`src/design/modbus_rtu_command_frame_builder_assert.svh`:
```
// ----------------------------------------------------------------------------
// Modbus RTU frame builder - assertion macros
// Shared concurrent assertion shorthands, clocked on clk, disabled in reset.
// ----------------------------------------------------------------------------
`ifndef MODBUS_RTU_COMMAND_FRAME_BUILDER_ASSERT_SVH
`define MODBUS_RTU_COMMAND_FRAME_BUILDER_ASSERT_SVH

// same-cycle implication
`define MRFB_ASSERT_NOW(lbl, ante, cons, msg) \
	lbl: assert property (@(posedge clk) disable iff (!arst_n) (ante) |-> (cons)) \
		else $error(msg);

// next-cycle implication
`define MRFB_ASSERT_NEXT(lbl, ante, cons, msg) \
	lbl: assert property (@(posedge clk) disable iff (!arst_n) (ante) |=> (cons)) \
		else $error(msg);

`endif

```
`src/design/mrfb_pkg.sv`:
```
// ----------------------------------------------------------------------------
// Modbus RTU frame builder - package
// Frame constants, opcode codes, byte selection and CRC-16/Modbus byte update.
// ----------------------------------------------------------------------------
package mrfb_pkg;

	// opcodes
	localparam logic OP_MODE = 1'b0;
	localparam logic OP_POS  = 1'b1;

	// address register reset value
	localparam logic [7:0] ADDR_RESET = 8'h01;

	// CRC-16/Modbus
	localparam logic [15:0] CRC_INIT = 16'hFFFF;
	localparam logic [15:0] CRC_POLY = 16'hA001;

	// mode frame payload
	localparam logic [7:0] FC_WRITE_SINGLE = 8'h06;
	localparam logic [7:0] MODE_REG_HI     = 8'h51;
	localparam logic [7:0] MODE_REG_LO     = 8'h00;
	localparam logic [7:0] MODE_VAL_HI     = 8'h01;
	localparam logic [7:0] MODE_VAL_LO     = 8'h52;

	// position frame payload
	localparam logic [7:0] FC_WRITE_MULTI  = 8'h10;
	localparam logic [7:0] POS_REG_HI      = 8'h00;
	localparam logic [7:0] POS_REG_LO      = 8'h50;
	localparam logic [7:0] POS_CNT_HI      = 8'h00;
	localparam logic [7:0] POS_CNT_LO      = 8'h02;
	localparam logic [7:0] POS_BYTE_CNT    = 8'h04;

	// byte index within a frame
	localparam int IDX_W = 4;
	typedef logic [IDX_W-1:0] idx_t;
	localparam idx_t LAST_MODE = idx_t'(7);
	localparam idx_t LAST_POS  = idx_t'(12);

	// one CRC-16/Modbus byte update, eight shift steps
	function automatic logic [15:0] crc_byte(input logic [15:0] crc, input logic [7:0] b);
		logic [15:0] r;
		r = crc ^ {8'h00, b};
		for (int i = 0; i < 8; i++) begin
			r = r[0] ? ((r >> 1) ^ CRC_POLY) : (r >> 1);
		end
		return r;
	endfunction

	// header and payload byte at a given index (CRC bytes handled elsewhere)
	function automatic logic [7:0] data_byte(input logic opc, input idx_t idx,
			input logic [7:0] addr, input logic [31:0] pos);
		logic [7:0] b;
		b = 8'h00;
		if (opc == OP_MODE) begin
			unique case (idx)
				idx_t'(0): b = addr;
				idx_t'(1): b = FC_WRITE_SINGLE;
				idx_t'(2): b = MODE_REG_HI;
				idx_t'(3): b = MODE_REG_LO;
				idx_t'(4): b = MODE_VAL_HI;
				idx_t'(5): b = MODE_VAL_LO;
				default:   b = 8'h00;
			endcase
		end else begin
			unique case (idx)
				idx_t'(0):  b = addr;
				idx_t'(1):  b = FC_WRITE_MULTI;
				idx_t'(2):  b = POS_REG_HI;
				idx_t'(3):  b = POS_REG_LO;
				idx_t'(4):  b = POS_CNT_HI;
				idx_t'(5):  b = POS_CNT_LO;
				idx_t'(6):  b = POS_BYTE_CNT;
				idx_t'(7):  b = pos[31:24];
				idx_t'(8):  b = pos[23:16];
				idx_t'(9):  b = pos[15:8];
				idx_t'(10): b = pos[7:0];
				default:    b = 8'h00;
			endcase
		end
		return b;
	endfunction

endpackage

```
`src/design/mrfb_if.sv`:
```
// ----------------------------------------------------------------------------
// Modbus RTU frame builder - channel interfaces
// Valid/ready channels for commands, frame bytes and the address register.
// ----------------------------------------------------------------------------

// command channel
interface mrfb_cmd_if;
	logic               valid;
	logic               ready;
	logic               opcode;
	logic signed [31:0] position;

	modport source (output valid, output opcode, output position, input ready);
	modport sink   (input valid, input opcode, input position, output ready);
endinterface

// frame byte channel
interface mrfb_byte_if;
	logic       valid;
	logic       ready;
	logic [7:0] frame_byte;
	logic       last;

	modport source (output valid, output frame_byte, output last, input ready);
	modport sink   (input valid, input frame_byte, input last, output ready);
endinterface

// address register write channel
interface mrfb_cfg_if;
	logic       valid;
	logic       ready;
	logic [7:0] slave_address;

	modport source (output valid, output slave_address, input ready);
	modport sink   (input valid, input slave_address, output ready);
endinterface

```
`src/design/modbus_rtu_command_frame_builder.sv`:
```
// The first frame byte is formed from the command register, then registered
// in the output stage. Mode frames are 8 bytes and position frames 13, one
// byte a cycle unless the output stalls; the next command is taken in the
// cycle the final CRC byte is loaded. CRC update: eight steps per data byte.
// Reset: asynchronous, clears the frame control and output valid; the device
// address returns to 1.
// ----------------------------------------------------------------------------
// Modbus RTU frame builder - top level
// Turns mode and position commands into Modbus RTU frames with CRC-16.
// ----------------------------------------------------------------------------
module modbus_rtu_command_frame_builder
	import mrfb_pkg::*;
(
	input  logic        clk,
	input  logic        arst_n,
	mrfb_cfg_if.sink    cfg,
	mrfb_cmd_if.sink    cmd,
	mrfb_byte_if.source frame
);

	logic [7:0] addr;

	// device address register
	mrfb_cfg u_cfg (
		.clk    (clk),
		.arst_n (arst_n),
		.cfg    (cfg),
		.addr   (addr)
	);

	// frame build and serialization
	mrfb_ser u_ser (
		.clk    (clk),
		.arst_n (arst_n),
		.addr   (addr),
		.cmd    (cmd),
		.frame  (frame)
	);

endmodule

```
`src/design/mrfb_cfg.sv`:
```
// ----------------------------------------------------------------------------
// Modbus RTU frame builder - address register
// Holds the device address placed in the first byte of every frame.
// ----------------------------------------------------------------------------
module mrfb_cfg
	import mrfb_pkg::*;
(
	input  logic        clk,
	input  logic        arst_n,
	mrfb_cfg_if.sink    cfg,
	output logic [7:0]  addr
);

	logic [7:0] addr_q;

	// writes are always taken
	assign cfg.ready = 1'b1;

	always_ff @(posedge clk or negedge arst_n) begin
		if (!arst_n) begin
			addr_q <= ADDR_RESET;
		end else if (cfg.valid) begin
			addr_q <= cfg.slave_address;
		end
	end

	assign addr = addr_q;

endmodule

```
`src/design/mrfb_ser.sv`:
```
// ----------------------------------------------------------------------------
// Modbus RTU frame builder - frame serializer
// Command register, byte index and running CRC; one frame byte per cycle
// into a registered output stage while the receiver does not stall it.
// ----------------------------------------------------------------------------
`include "modbus_rtu_command_frame_builder_assert.svh"

module mrfb_ser
	import mrfb_pkg::*;
(
	input  logic        clk,
	input  logic        arst_n,
	input  logic [7:0]  addr,
	mrfb_cmd_if.sink    cmd,
	mrfb_byte_if.source frame
);

	// command register and frame progress
	logic        busy_q;
	idx_t        idx_q;
	logic        opc_q;
	logic [31:0] pos_q;
	logic [15:0] crc_q;

	// output register
	logic        ovalid_q;
	logic [7:0]  obyte_q;
	logic        olast_q;

	logic        adv;
	logic        fin;
	logic        ld;
	idx_t        last_idx;
	logic        is_crc_lo;
	logic        is_crc_hi;
	logic [7:0]  cur_byte;

	// output stage can take a byte
	assign adv      = !ovalid_q || frame.ready;
	assign last_idx = (opc_q == OP_POS) ? LAST_POS : LAST_MODE;
	assign fin      = busy_q && adv && (idx_q == last_idx);

	// next item enters as the current frame hands over its final byte
	assign cmd.ready = !busy_q || fin;
	assign ld        = cmd.valid && cmd.ready;

	// byte select: header/payload, then CRC low, then CRC high
	assign is_crc_lo = (idx_q == idx_t'(last_idx - idx_t'(1)));
	assign is_crc_hi = (idx_q == last_idx);

	always_comb begin
		if (is_crc_hi) begin
			cur_byte = crc_q[15:8];
		end else if (is_crc_lo) begin
			cur_byte = crc_q[7:0];
		end else begin
			cur_byte = data_byte(opc_q, idx_q, addr, pos_q);
		end
	end

	// control state
	always_ff @(posedge clk or negedge arst_n) begin
		if (!arst_n) begin
			busy_q   <= 1'b0;
			idx_q    <= '0;
			ovalid_q <= 1'b0;
		end else begin
			if (ld) begin
				busy_q <= 1'b1;
				idx_q  <= '0;
			end else if (fin) begin
				busy_q <= 1'b0;
			end else if (busy_q && adv) begin
				idx_q <= idx_q + idx_t'(1);
			end
			if (adv) begin
				ovalid_q <= busy_q;
			end
		end
	end

	// payload registers
	always_ff @(posedge clk) begin
		if (ld) begin
			opc_q <= cmd.opcode;
			pos_q <= cmd.position;
			crc_q <= CRC_INIT;
		end else if (busy_q && adv && !is_crc_lo && !is_crc_hi) begin
			crc_q <= crc_byte(crc_q, cur_byte);
		end
		if (busy_q && adv) begin
			obyte_q <= cur_byte;
			olast_q <= is_crc_hi;
		end
	end

	assign frame.valid      = ovalid_q;
	assign frame.frame_byte = obyte_q;
	assign frame.last       = olast_q;

	// checks
	`MRFB_ASSERT_NOW(a_ld_only_free, ld, !busy_q || fin, "item taken mid-frame")
	`MRFB_ASSERT_NEXT(a_fin_marks_last, fin, ovalid_q && olast_q, "final byte not marked last")
	`MRFB_ASSERT_NEXT(a_ld_starts, ld, busy_q && (idx_q == '0), "frame did not start at byte 0")
	`MRFB_ASSERT_NOW(a_idx_range, busy_q, idx_q <= last_idx, "byte index past frame end")

endmodule

```
`src/flat_wrapper.sv`:
```
// flat-port wrapper written by rule: the top's interface ports become plain ports
module modbus_rtu_command_frame_builder_flat import mrfb_pkg::*;
  (clk, arst_n, cfg_valid, cfg_slave_address, cfg_ready, cmd_valid, cmd_opcode, cmd_position, cmd_ready, frame_valid, frame_frame_byte, frame_last, frame_ready);
  mrfb_cfg_if cfg_i ();
  mrfb_cmd_if cmd_i ();
  mrfb_byte_if frame_i ();
  input  logic clk;
  input  logic arst_n;
  input wire logic [$bits(cfg_i.valid)-1:0] cfg_valid;
  input wire logic [$bits(cfg_i.slave_address)-1:0] cfg_slave_address;
  output wire logic [$bits(cfg_i.ready)-1:0] cfg_ready;
  input wire logic [$bits(cmd_i.valid)-1:0] cmd_valid;
  input wire logic [$bits(cmd_i.opcode)-1:0] cmd_opcode;
  input wire logic [$bits(cmd_i.position)-1:0] cmd_position;
  output wire logic [$bits(cmd_i.ready)-1:0] cmd_ready;
  output wire logic [$bits(frame_i.valid)-1:0] frame_valid;
  output wire logic [$bits(frame_i.frame_byte)-1:0] frame_frame_byte;
  output wire logic [$bits(frame_i.last)-1:0] frame_last;
  input wire logic [$bits(frame_i.ready)-1:0] frame_ready;
  assign cfg_i.valid = cfg_valid;
  assign cfg_i.slave_address = cfg_slave_address;
  assign cfg_ready = cfg_i.ready;
  assign cmd_i.valid = cmd_valid;
  assign cmd_i.opcode = cmd_opcode;
  assign cmd_i.position = cmd_position;
  assign cmd_ready = cmd_i.ready;
  assign frame_valid = frame_i.valid;
  assign frame_frame_byte = frame_i.frame_byte;
  assign frame_last = frame_i.last;
  assign frame_i.ready = frame_ready;
  modbus_rtu_command_frame_builder u_core (.clk(clk), .arst_n(arst_n), .cfg(cfg_i), .cmd(cmd_i), .frame(frame_i));
endmodule
```
`config.mk`:
```
export PLATFORM = sky130hd
export DESIGN_NAME = modbus_rtu_command_frame_builder_flat
export DESIGN_NICKNAME = d
export VERILOG_FILES = /design/src/design/mrfb_pkg.sv /design/src/design/mrfb_if.sv /design/src/design/modbus_rtu_command_frame_builder.sv /design/src/design/mrfb_cfg.sv /design/src/design/mrfb_ser.sv /design/src/flat_wrapper.sv
export VERILOG_INCLUDE_DIRS = /design/src /design/src/design
export SDC_FILE = /design/constraint.sdc
export NUM_CORES = 1
export LEC_CHECK = 0
export BUFFER_PORTS_ARGS = -buffer_cell sky130_fd_sc_hd__buf_2
export CORE_MARGIN = 2
export CORE_UTILIZATION = 30
export CTS_CLUSTER_SIZE = 14
export DETAILED_ROUTE_END_ITERATION = 8
export GPL_TIMING_DRIVEN = 0
export SYNTH_ARGS = -nofsm -noshare
export SYNTH_HDL_FRONTEND = slang
export SYNTH_SLANG_ARGS = --single-unit
```
`constraint.sdc`:
```
create_clock -name clk -period 9.3 [get_ports clk]
set_input_delay 0.465 -clock clk [delete_from_list [all_inputs] [get_ports clk]]
set_output_delay 0.465 -clock clk [all_outputs]
set_load 0.005 [all_outputs]
```
==> After elaboration in Yosys (flattened, before gate mapping) <==
Cells that the tools add are included.
{ "totals": {"inputBits": 46, "ff_bits": 72} }
{ "classes": {"reduce_logical": 15, "n_mux": 19, "n_bitwise": 9, "eq_ne": 13, "addsub": 2} }
{ "op_table": {"columns": ["cell", "n"], "rows": [
  ["16-bit 2-to-1 mux", 8],
  ["8-bit one-hot mux with 9 select lines", 1],
  ["8-bit one-hot mux with 5 select lines", 1],
  ["8-bit 2-to-1 mux", 3],
  ["2-bit inverter with 3-bit output", 8],
  ["4-bit by 3-bit == test with 1-bit output (second input constant)", 4],
  ["4-bit 2-to-1 mux", 4],
  ["16-bit by 8-bit XOR with 16-bit output", 1],
  ["4-bit == test (second input constant)", 3],
  ["4-bit by 2-bit == test with 1-bit output (second input constant)", 2],
  ["4-bit == test", 2],
  ["1-bit logical AND", 5],
  ["4-bit by 1-bit adder with 4-bit output (second input constant)", 1],
  ["4-bit by 1-bit == test with 1-bit output (second input constant)", 1],
  ["1-bit zero test", 4],
  ["4-bit zero test", 1],
  ["2-bit nonzero test", 2],
  ["4-bit by 1-bit subtractor with 4-bit output (second input constant)", 1],
  ["1-bit logical OR", 2],
  ["1-bit 2-to-1 mux", 2],
  ["2-bit by 1-bit != test with 1-bit output (second input constant)", 1],
  ["2-bit AND reduction", 1]
]} }

==> Depth between registers and ports, before layout <==
{ "logic_depth": {"word_depth": 22, "depth_mapped": 13, "depth_no_buf": 11} }

==> Hierarchy <==
A second synthesis with hierarchy kept.
{ "unflattened": {"cells_unflattened": 312, "hier_area_um2": 3704.8} }
{ "modules_own_cells": {"columns": ["module", "instances", "seq_area_each_um2", "cells_per_inst", "area_per_inst_um2"], "rows": [
  ["mrfb_ser", 1, 1731.7, 293, 3360.7],
  ["mrfb_cfg", 1, 201.4, 19, 344.1]
]} }

==> Least setup slack after synthesis <==
No wires, ideal clock.
{ "synth_timing": {"path_type": "register to register", "start": "reg u_core.u_ser.idx_q[0]", "end": "reg u_core.u_ser.crc_q[0]", "arrival_time_ps": 3032, "stages_incl_launch_ff": 13, "n_path_buf": 1, "slack_ps": 6194, "setup_time_ps": 74, "cell_sequence": "dfrtp_1 > inv_1 > ha_1 > buf_2 > a2111oi_1 > a311oi_1 > o211ai_2 > a21oi_1 > o31a_1 > xor2_1 > xor3_2 > xnor3_1 > o211ai_2"} }
{ "synth_via": {"elab_chain_len": 15, "elab_cells_between_ends": 41, "classes_between": "eq/ne: 12; mux: 13; bitwise: 8; reduce/logical: 8"} }
{ "synth_lines": {"columns": ["item", "line", "text"], "rows": [
  ["from (decl)", "mrfb_ser.sv:20", "idx_t idx_q;"],
  ["from (signal assigned)", "mrfb_ser.sv:74", "idx_q <= idx_q + idx_t'(1);"],
  ["4-bit == test, or another cell as far along", "mrfb_pkg.sv:65", "unique case (idx)"],
  ["8-bit one-hot mux with 9 select lines / 8-bit one-hot mux with 5 select lines (equally long branches)", "mrfb_pkg.sv:65, mrfb_pkg.sv:55", null],
  ["8-bit 2-to-1 mux", "mrfb_pkg.sv:54", "if (opc == OP_MODE) begin"],
  ["8-bit 2-to-1 mux", "mrfb_ser.sv:54", "end else if (is_crc_lo) begin"],
  ["8-bit 2-to-1 mux", "mrfb_ser.sv:52", "if (is_crc_hi) begin"],
  ["16-bit by 8-bit XOR with 16-bit output", "mrfb_pkg.sv:42", "r = crc ^ {8'h00, b};"],
  ["16-bit 2-to-1 mux / 2-bit inverter with 3-bit output (equally long branches) (6 in series)", null, null],
  ["2-bit inverter with 3-bit output (no line) / 16-bit 2-to-1 mux (equally long branches)", null, null],
  ["16-bit 2-to-1 mux (2 in series)", "mrfb_pkg.sv:44", "r = r[0] ? ((r >> 1) ^ CRC_POLY) : (r >> 1);"],
  ["to (signal assigned)", "mrfb_ser.sv:89", "crc_q <= crc_byte(crc_q, cur_byte);"],
  ["to (decl)", "mrfb_ser.sv:23", "logic [15:0] crc_q;"]
]} }
Several ways; a longest one is shown, not always the timed one.
A chain may end at the register's enable or synchronous reset.

==> Final worst setup path <==
Ends and elaborated chain as after synthesis.

==> flow_summary.rst <==
.. list-table::
   :header-rows: 1

   * - Metric
     - Value
   * - Post-route DRC violation count
     - 0
   * - Final Non-Filler Cells
     - 540
   * - Global-route wire length before repair
     - between 15000 and 20000 um
   * - Aggregate routed wire length
     - 9160 um
   * - Layout cell share with drive strength beyond 1
     - 29.0%
   * - Max Fanout on Critical Path
     - 10
   * - Hold-fix buffers, CTS
     - 0
   * - Fraction of synthesis flops using an asynchronous set or reset pin
     - 19.4%
   * - Number of maximum-capacitance violations
     - 0
   * - Area growth syn-to-layout
     - 20.8%
   * - Row count
     - 40
   * - Top post-synthesis cells by count
     - sky130_fd_sc_hd__nand2_1 (45), sky130_fd_sc_hd__edfxtp_1 (42), sky130_fd_sc_hd__o21ai_0 (20)
   * - Total routing resource utilization after global routing
     - 15.1%
   * - Pins over their slew limit
     - 0
   * - Number of fill cells in the layout
     - 1202
   * - Root cell of the clock tree
     - sky130_fd_sc_hd__clkbuf_16
   * - TritonCTS clock tree
     - done
   * - Number of levels in the clock H-tree
     - 3
   * - Largest net degree at the start of global routing
     - 34
   * - Unique cell type count in the Yosys netlist
     - 65
   * - Slew at the pin with the worst max-slew slack
     - 1240 ps
   * - Number of synthesized register bits
     - 72
   * - Global placement routability congestion
     - 0.883
   * - Sequential-to-total area share from yosys stat
     - 53.4%
   * - Dpl hpwl
     - between 6000 and 7000 um
   * - Post-cts gate resize count
     - 0
   * - Class of the most critical hold timing path
     - in2async
   * - Most instantiated flip-flop cell in the synthesis netlist
     - sky130_fd_sc_hd__edfxtp_1
   * - Die Footprint
     - 13000 um^2
   * - Post-Place Cells
     - roughly 520
   * - Most common cell in the synthesized netlist
     - sky130_fd_sc_hd__nand2_1
   * - IR Drop Worst-Case VDD
     - 168 uV
   * - Via/cell ratio
     - 5.16
   * - Die outline height
     - 114 um
   * - Clock-pin slew on the worst setup and hold paths
     - ~60 ps
   * - YS warnings
     - 0
   * - Adder-cell area share of the yosys netlist
     - 1.73%
   * - Clock skew
     - 6.10 ps
   * - Critical Path End Type
     - flop
   * - Post-synthesis mux area share
     - between 3 and 4%
   * - Main combinational cell family by area after synthesis
     - compound AO/OA/AOI/OAI gates
   * - Required time reported for the critical path endpoint
     - roughly 9600 ps
   * - I/O pin total
     - 58
   * - Number of endpoints with negative hold slack in the final report
     - 0
   * - Setup TNS
     - 0 ps
   * - Post-route minimum period
     - around 3600 ps
   * - Nets in the synthesized netlist
     - 373
   * - Met3 GRT Util
     - 3.29%
   * - Crit Path Category
     - reg2reg
   * - Relative max-transition margin
     - 17.6%
   * - Area of the mapped netlist
     - 3620 um^2
   * - Yosys top cell by area
     - sky130_fd_sc_hd__edfxtp_1
   * - Placed Area
     - 4080 um^2
   * - Most utilized layer in the global route result
     - met2
   * - Initial antenna violation count
     - 0
   * - Unrepaired setup endpoints after global routing
     - false
   * - Total setup violations reported at the end of the flow
     - 0
   * - Complex-gate fraction of the synthesized area
     - 20.5%
   * - Clock latency reported for the late side of the worst-skew pair
     - 340 ps
   * - Initial core utilization
     - 30.4%
   * - Number of buffers inserted by port buffering
     - 55
   * - Initial DRT Pass Iterations
     - 4
   * - Post-CTS setup buffers
     - 0
   * - Fraction of synthesized cell area taken by the top area cell type
     - 34.8%
   * - Vias in the first global route
     - 2842
   * - Fraction of synthesized cell area in xor and xnor cells
     - 3.97%
   * - Data arrival at the endpoint of the critical path
     - 3880 ps
   * - Mean instance size in the synthesized netlist
     - 11.2 um^2
   * - Total chip power
     - 0.00160 W
   * - CTS Buf Count
     - 9
   * - Number of synthesized flops with an enable pin
     - 42
   * - Maximum clock rate
     - between 200 and 300 MHz
   * - Footprint of the flip-flops and latches
     - between 1500 and 2000 um^2
   * - Area of combinational cells with multiple inputs
     - 1530 um^2
   * - Met2 GRT Util
     - 23.8%
   * - Number of diodes added for antenna fixing
     - 0
   * - Routed wirelength normalized by instance count
     - about 17 um
   * - Total overflow reported by the global router
     - 0
   * - Core region area
     - 11900 um^2
   * - Number of nets in the layout
     - between 400 and 500
   * - Die Span X
     - 114 um
   * - Syn Inst Count
     - 322
   * - Global-route track usage on met1
     - 20.7%
   * - Share of the core filled with cells in the final layout
     - between 30% and 40%
   * - Top cells by area in the synthesized netlist
     - sky130_fd_sc_hd__edfxtp_1 (35%), sky130_fd_sc_hd__dfrtp_1 (9.0%), sky130_fd_sc_hd__dfxtp_1 (8.8%), sky130_fd_sc_hd__nand2_1 (4.7%), sky130_fd_sc_hd__o211ai_1 (3.1%)
   * - Startpoint type of the worst setup path
     - flop
   * - Clock buffer depth
     - 2
   * - Power density over the cells
     - 366 nW/um^2
   * - Initial detailed-routing violation count
     - 211
   * - Leakage power figure
     - 1.74 nW
   * - Number of nets with antenna violations after routing
     - 0
   * - Result of the run
     - finished clean
   * - Simple logic cell fraction of the synthesized area
     - 12.8%
   * - Number of sinks on the clock net
     - 72
   * - Final clock period utilization by the worst path
     - 38.8%
   * - Via count
     - 2787
   * - Post-route cell area
     - 4380 um^2
-- state kept, by name, indices dropped and copies added (netlist names) --
name / count
u_core.u_cfg.addr: 8
u_core.u_ser.opc_q: 1
u_core.u_ser.frame.last: 1
u_core.u_ser.crc_q: 16
u_core.u_ser.frame.frame_byte: 8
u_core.u_ser.busy_q: 1
u_core.u_ser.frame.valid: 1
u_core.u_ser.pos_q: 32
u_core.u_ser.idx_q: 4
-- logic make-up after synthesis --
| group | Yosys count |
|---|---|
| fa+ha+maj | 5 |
| mux | 10 |
| other cells | 1 |
| buf+inv | 29 |
| xor+xnor | 13 |
| simple gates | 94 |
| compound gates | 98 |
| flops | 72 |
-- cell type report --
class | instances | share of cell area [%]
multi-input combinational | 221 | 34.9
sequential | 72 | 44.2
clock buffer | 9 | 5.15
timing repair buffer | 55 | 6.29
tap | 147 | 4.20
inverter | 8 | 0.686
clock inverter | 7 | 1.60
buffer | 21 | 2.97
-- cell usage in the layout, fill, tap and decap left out, types with 3 or more instances in the layout --
master,Yosys,layout
sky130_fd_sc_hd__mux2_2,9,9
sky130_fd_sc_hd__and3_1,3,3
sky130_fd_sc_hd__nand2_1,45,45
sky130_fd_sc_hd__clkbuf_1,4,4
sky130_fd_sc_hd__dfrtp_1,13,13
sky130_fd_sc_hd__and2_1,3,3
sky130_fd_sc_hd__buf_4,3,3
sky130_fd_sc_hd__o21a_1,3,3
sky130_fd_sc_hd__a222oi_1,5,5
sky130_fd_sc_hd__dfxtp_1,16,16
sky130_fd_sc_hd__xor2_1,5,5
sky130_fd_sc_hd__ha_1,5,5
sky130_fd_sc_hd__a22oi_1,5,5
sky130_fd_sc_hd__nor2_1,12,12
sky130_fd_sc_hd__edfxtp_1,42,42
sky130_fd_sc_hd__o211ai_1,15,15
sky130_fd_sc_hd__a22o_1,3,3
sky130_fd_sc_hd__a31oi_1,3,3
sky130_fd_sc_hd__xnor2_1,6,6
sky130_fd_sc_hd__inv_1,7,7
sky130_fd_sc_hd__o21ai_0,20,20
sky130_fd_sc_hd__a21oi_1,16,16
sky130_fd_sc_hd__nand2b_1,8,8
sky130_fd_sc_hd__nand3_1,11,11
sky130_fd_sc_hd__buf_2,8,63
sky130_fd_sc_hd__buf_6,4,4
sky130_fd_sc_hd__a311oi_1,3,3
sky130_fd_sc_hd__clkinvlp_4,0,3
sky130_fd_sc_hd__clkbuf_16,0,9
-- report_power, final --
| part | leakage [nW] | internal, W | switching (W) |
|---|---|---|---|
| logic | 0.920 | 0.000376 | 0.000402 |
| clock network | 0.135 | 0.000207 | 0.000136 |
| registers | 0.683 | 0.000423 | 0.0000553 |
-- through the flow --
stage	hold slack [ps]	setup WS [ps]
after floorplan	169	6190
after global placement	400	5680
after detailed placement	409	5670
after CTS	43.8	5640
after global routing	62.5	5480
final	46.6	5690
-- final timing paths --
| path | start | slack, ps | endpoint | depth (start not counted) |
|---|---|---|---|---|
| min reg2reg | u_core.u_ser.crc_q[11] | 490 | u_core.u_ser.crc_q[3] | 2 |
| min | arst_n | 50 | u_core.u_ser.idx_q[3] | 1 |
| max in group asynchronous | arst_n | 8940 | u_core.u_cfg.addr[0] | 1 |
| max | u_core.u_ser.idx_q[0] | 5690 | u_core.u_ser.crc_q[0] | 12 |
| max reg2reg | u_core.u_ser.idx_q[0] | 5690 | u_core.u_ser.crc_q[0] | 12 |
| min in group clk | cmd_position[5] | 300 | u_core.u_ser.pos_q[5] | 1 |
-- layer usage --
layer  part of all wire (%)  wire length [um]
met1                     48              4430
met2                     45              4160
met3                    5.5               501
met4                   0.83                76
met5                      0                 0
-- worst max-delay path, stage by stage, from the launching register on --
cell and delay [ps]:
sky130_fd_sc_hd__dfrtp_1 490, sky130_fd_sc_hd__inv_1 150, sky130_fd_sc_hd__ha_1 290, sky130_fd_sc_hd__buf_4 210, sky130_fd_sc_hd__a222oi_1 390, sky130_fd_sc_hd__nor2_1 80
sky130_fd_sc_hd__o211ai_1 280, sky130_fd_sc_hd__a21oi_1 140, sky130_fd_sc_hd__o2bb2ai_2 240, sky130_fd_sc_hd__xor2_1 300, sky130_fd_sc_hd__xor3_2 460, sky130_fd_sc_hd__xnor3_1 360
sky130_fd_sc_hd__o211ai_2 130
No activity file was read; power rests on OpenSTA's default activity.
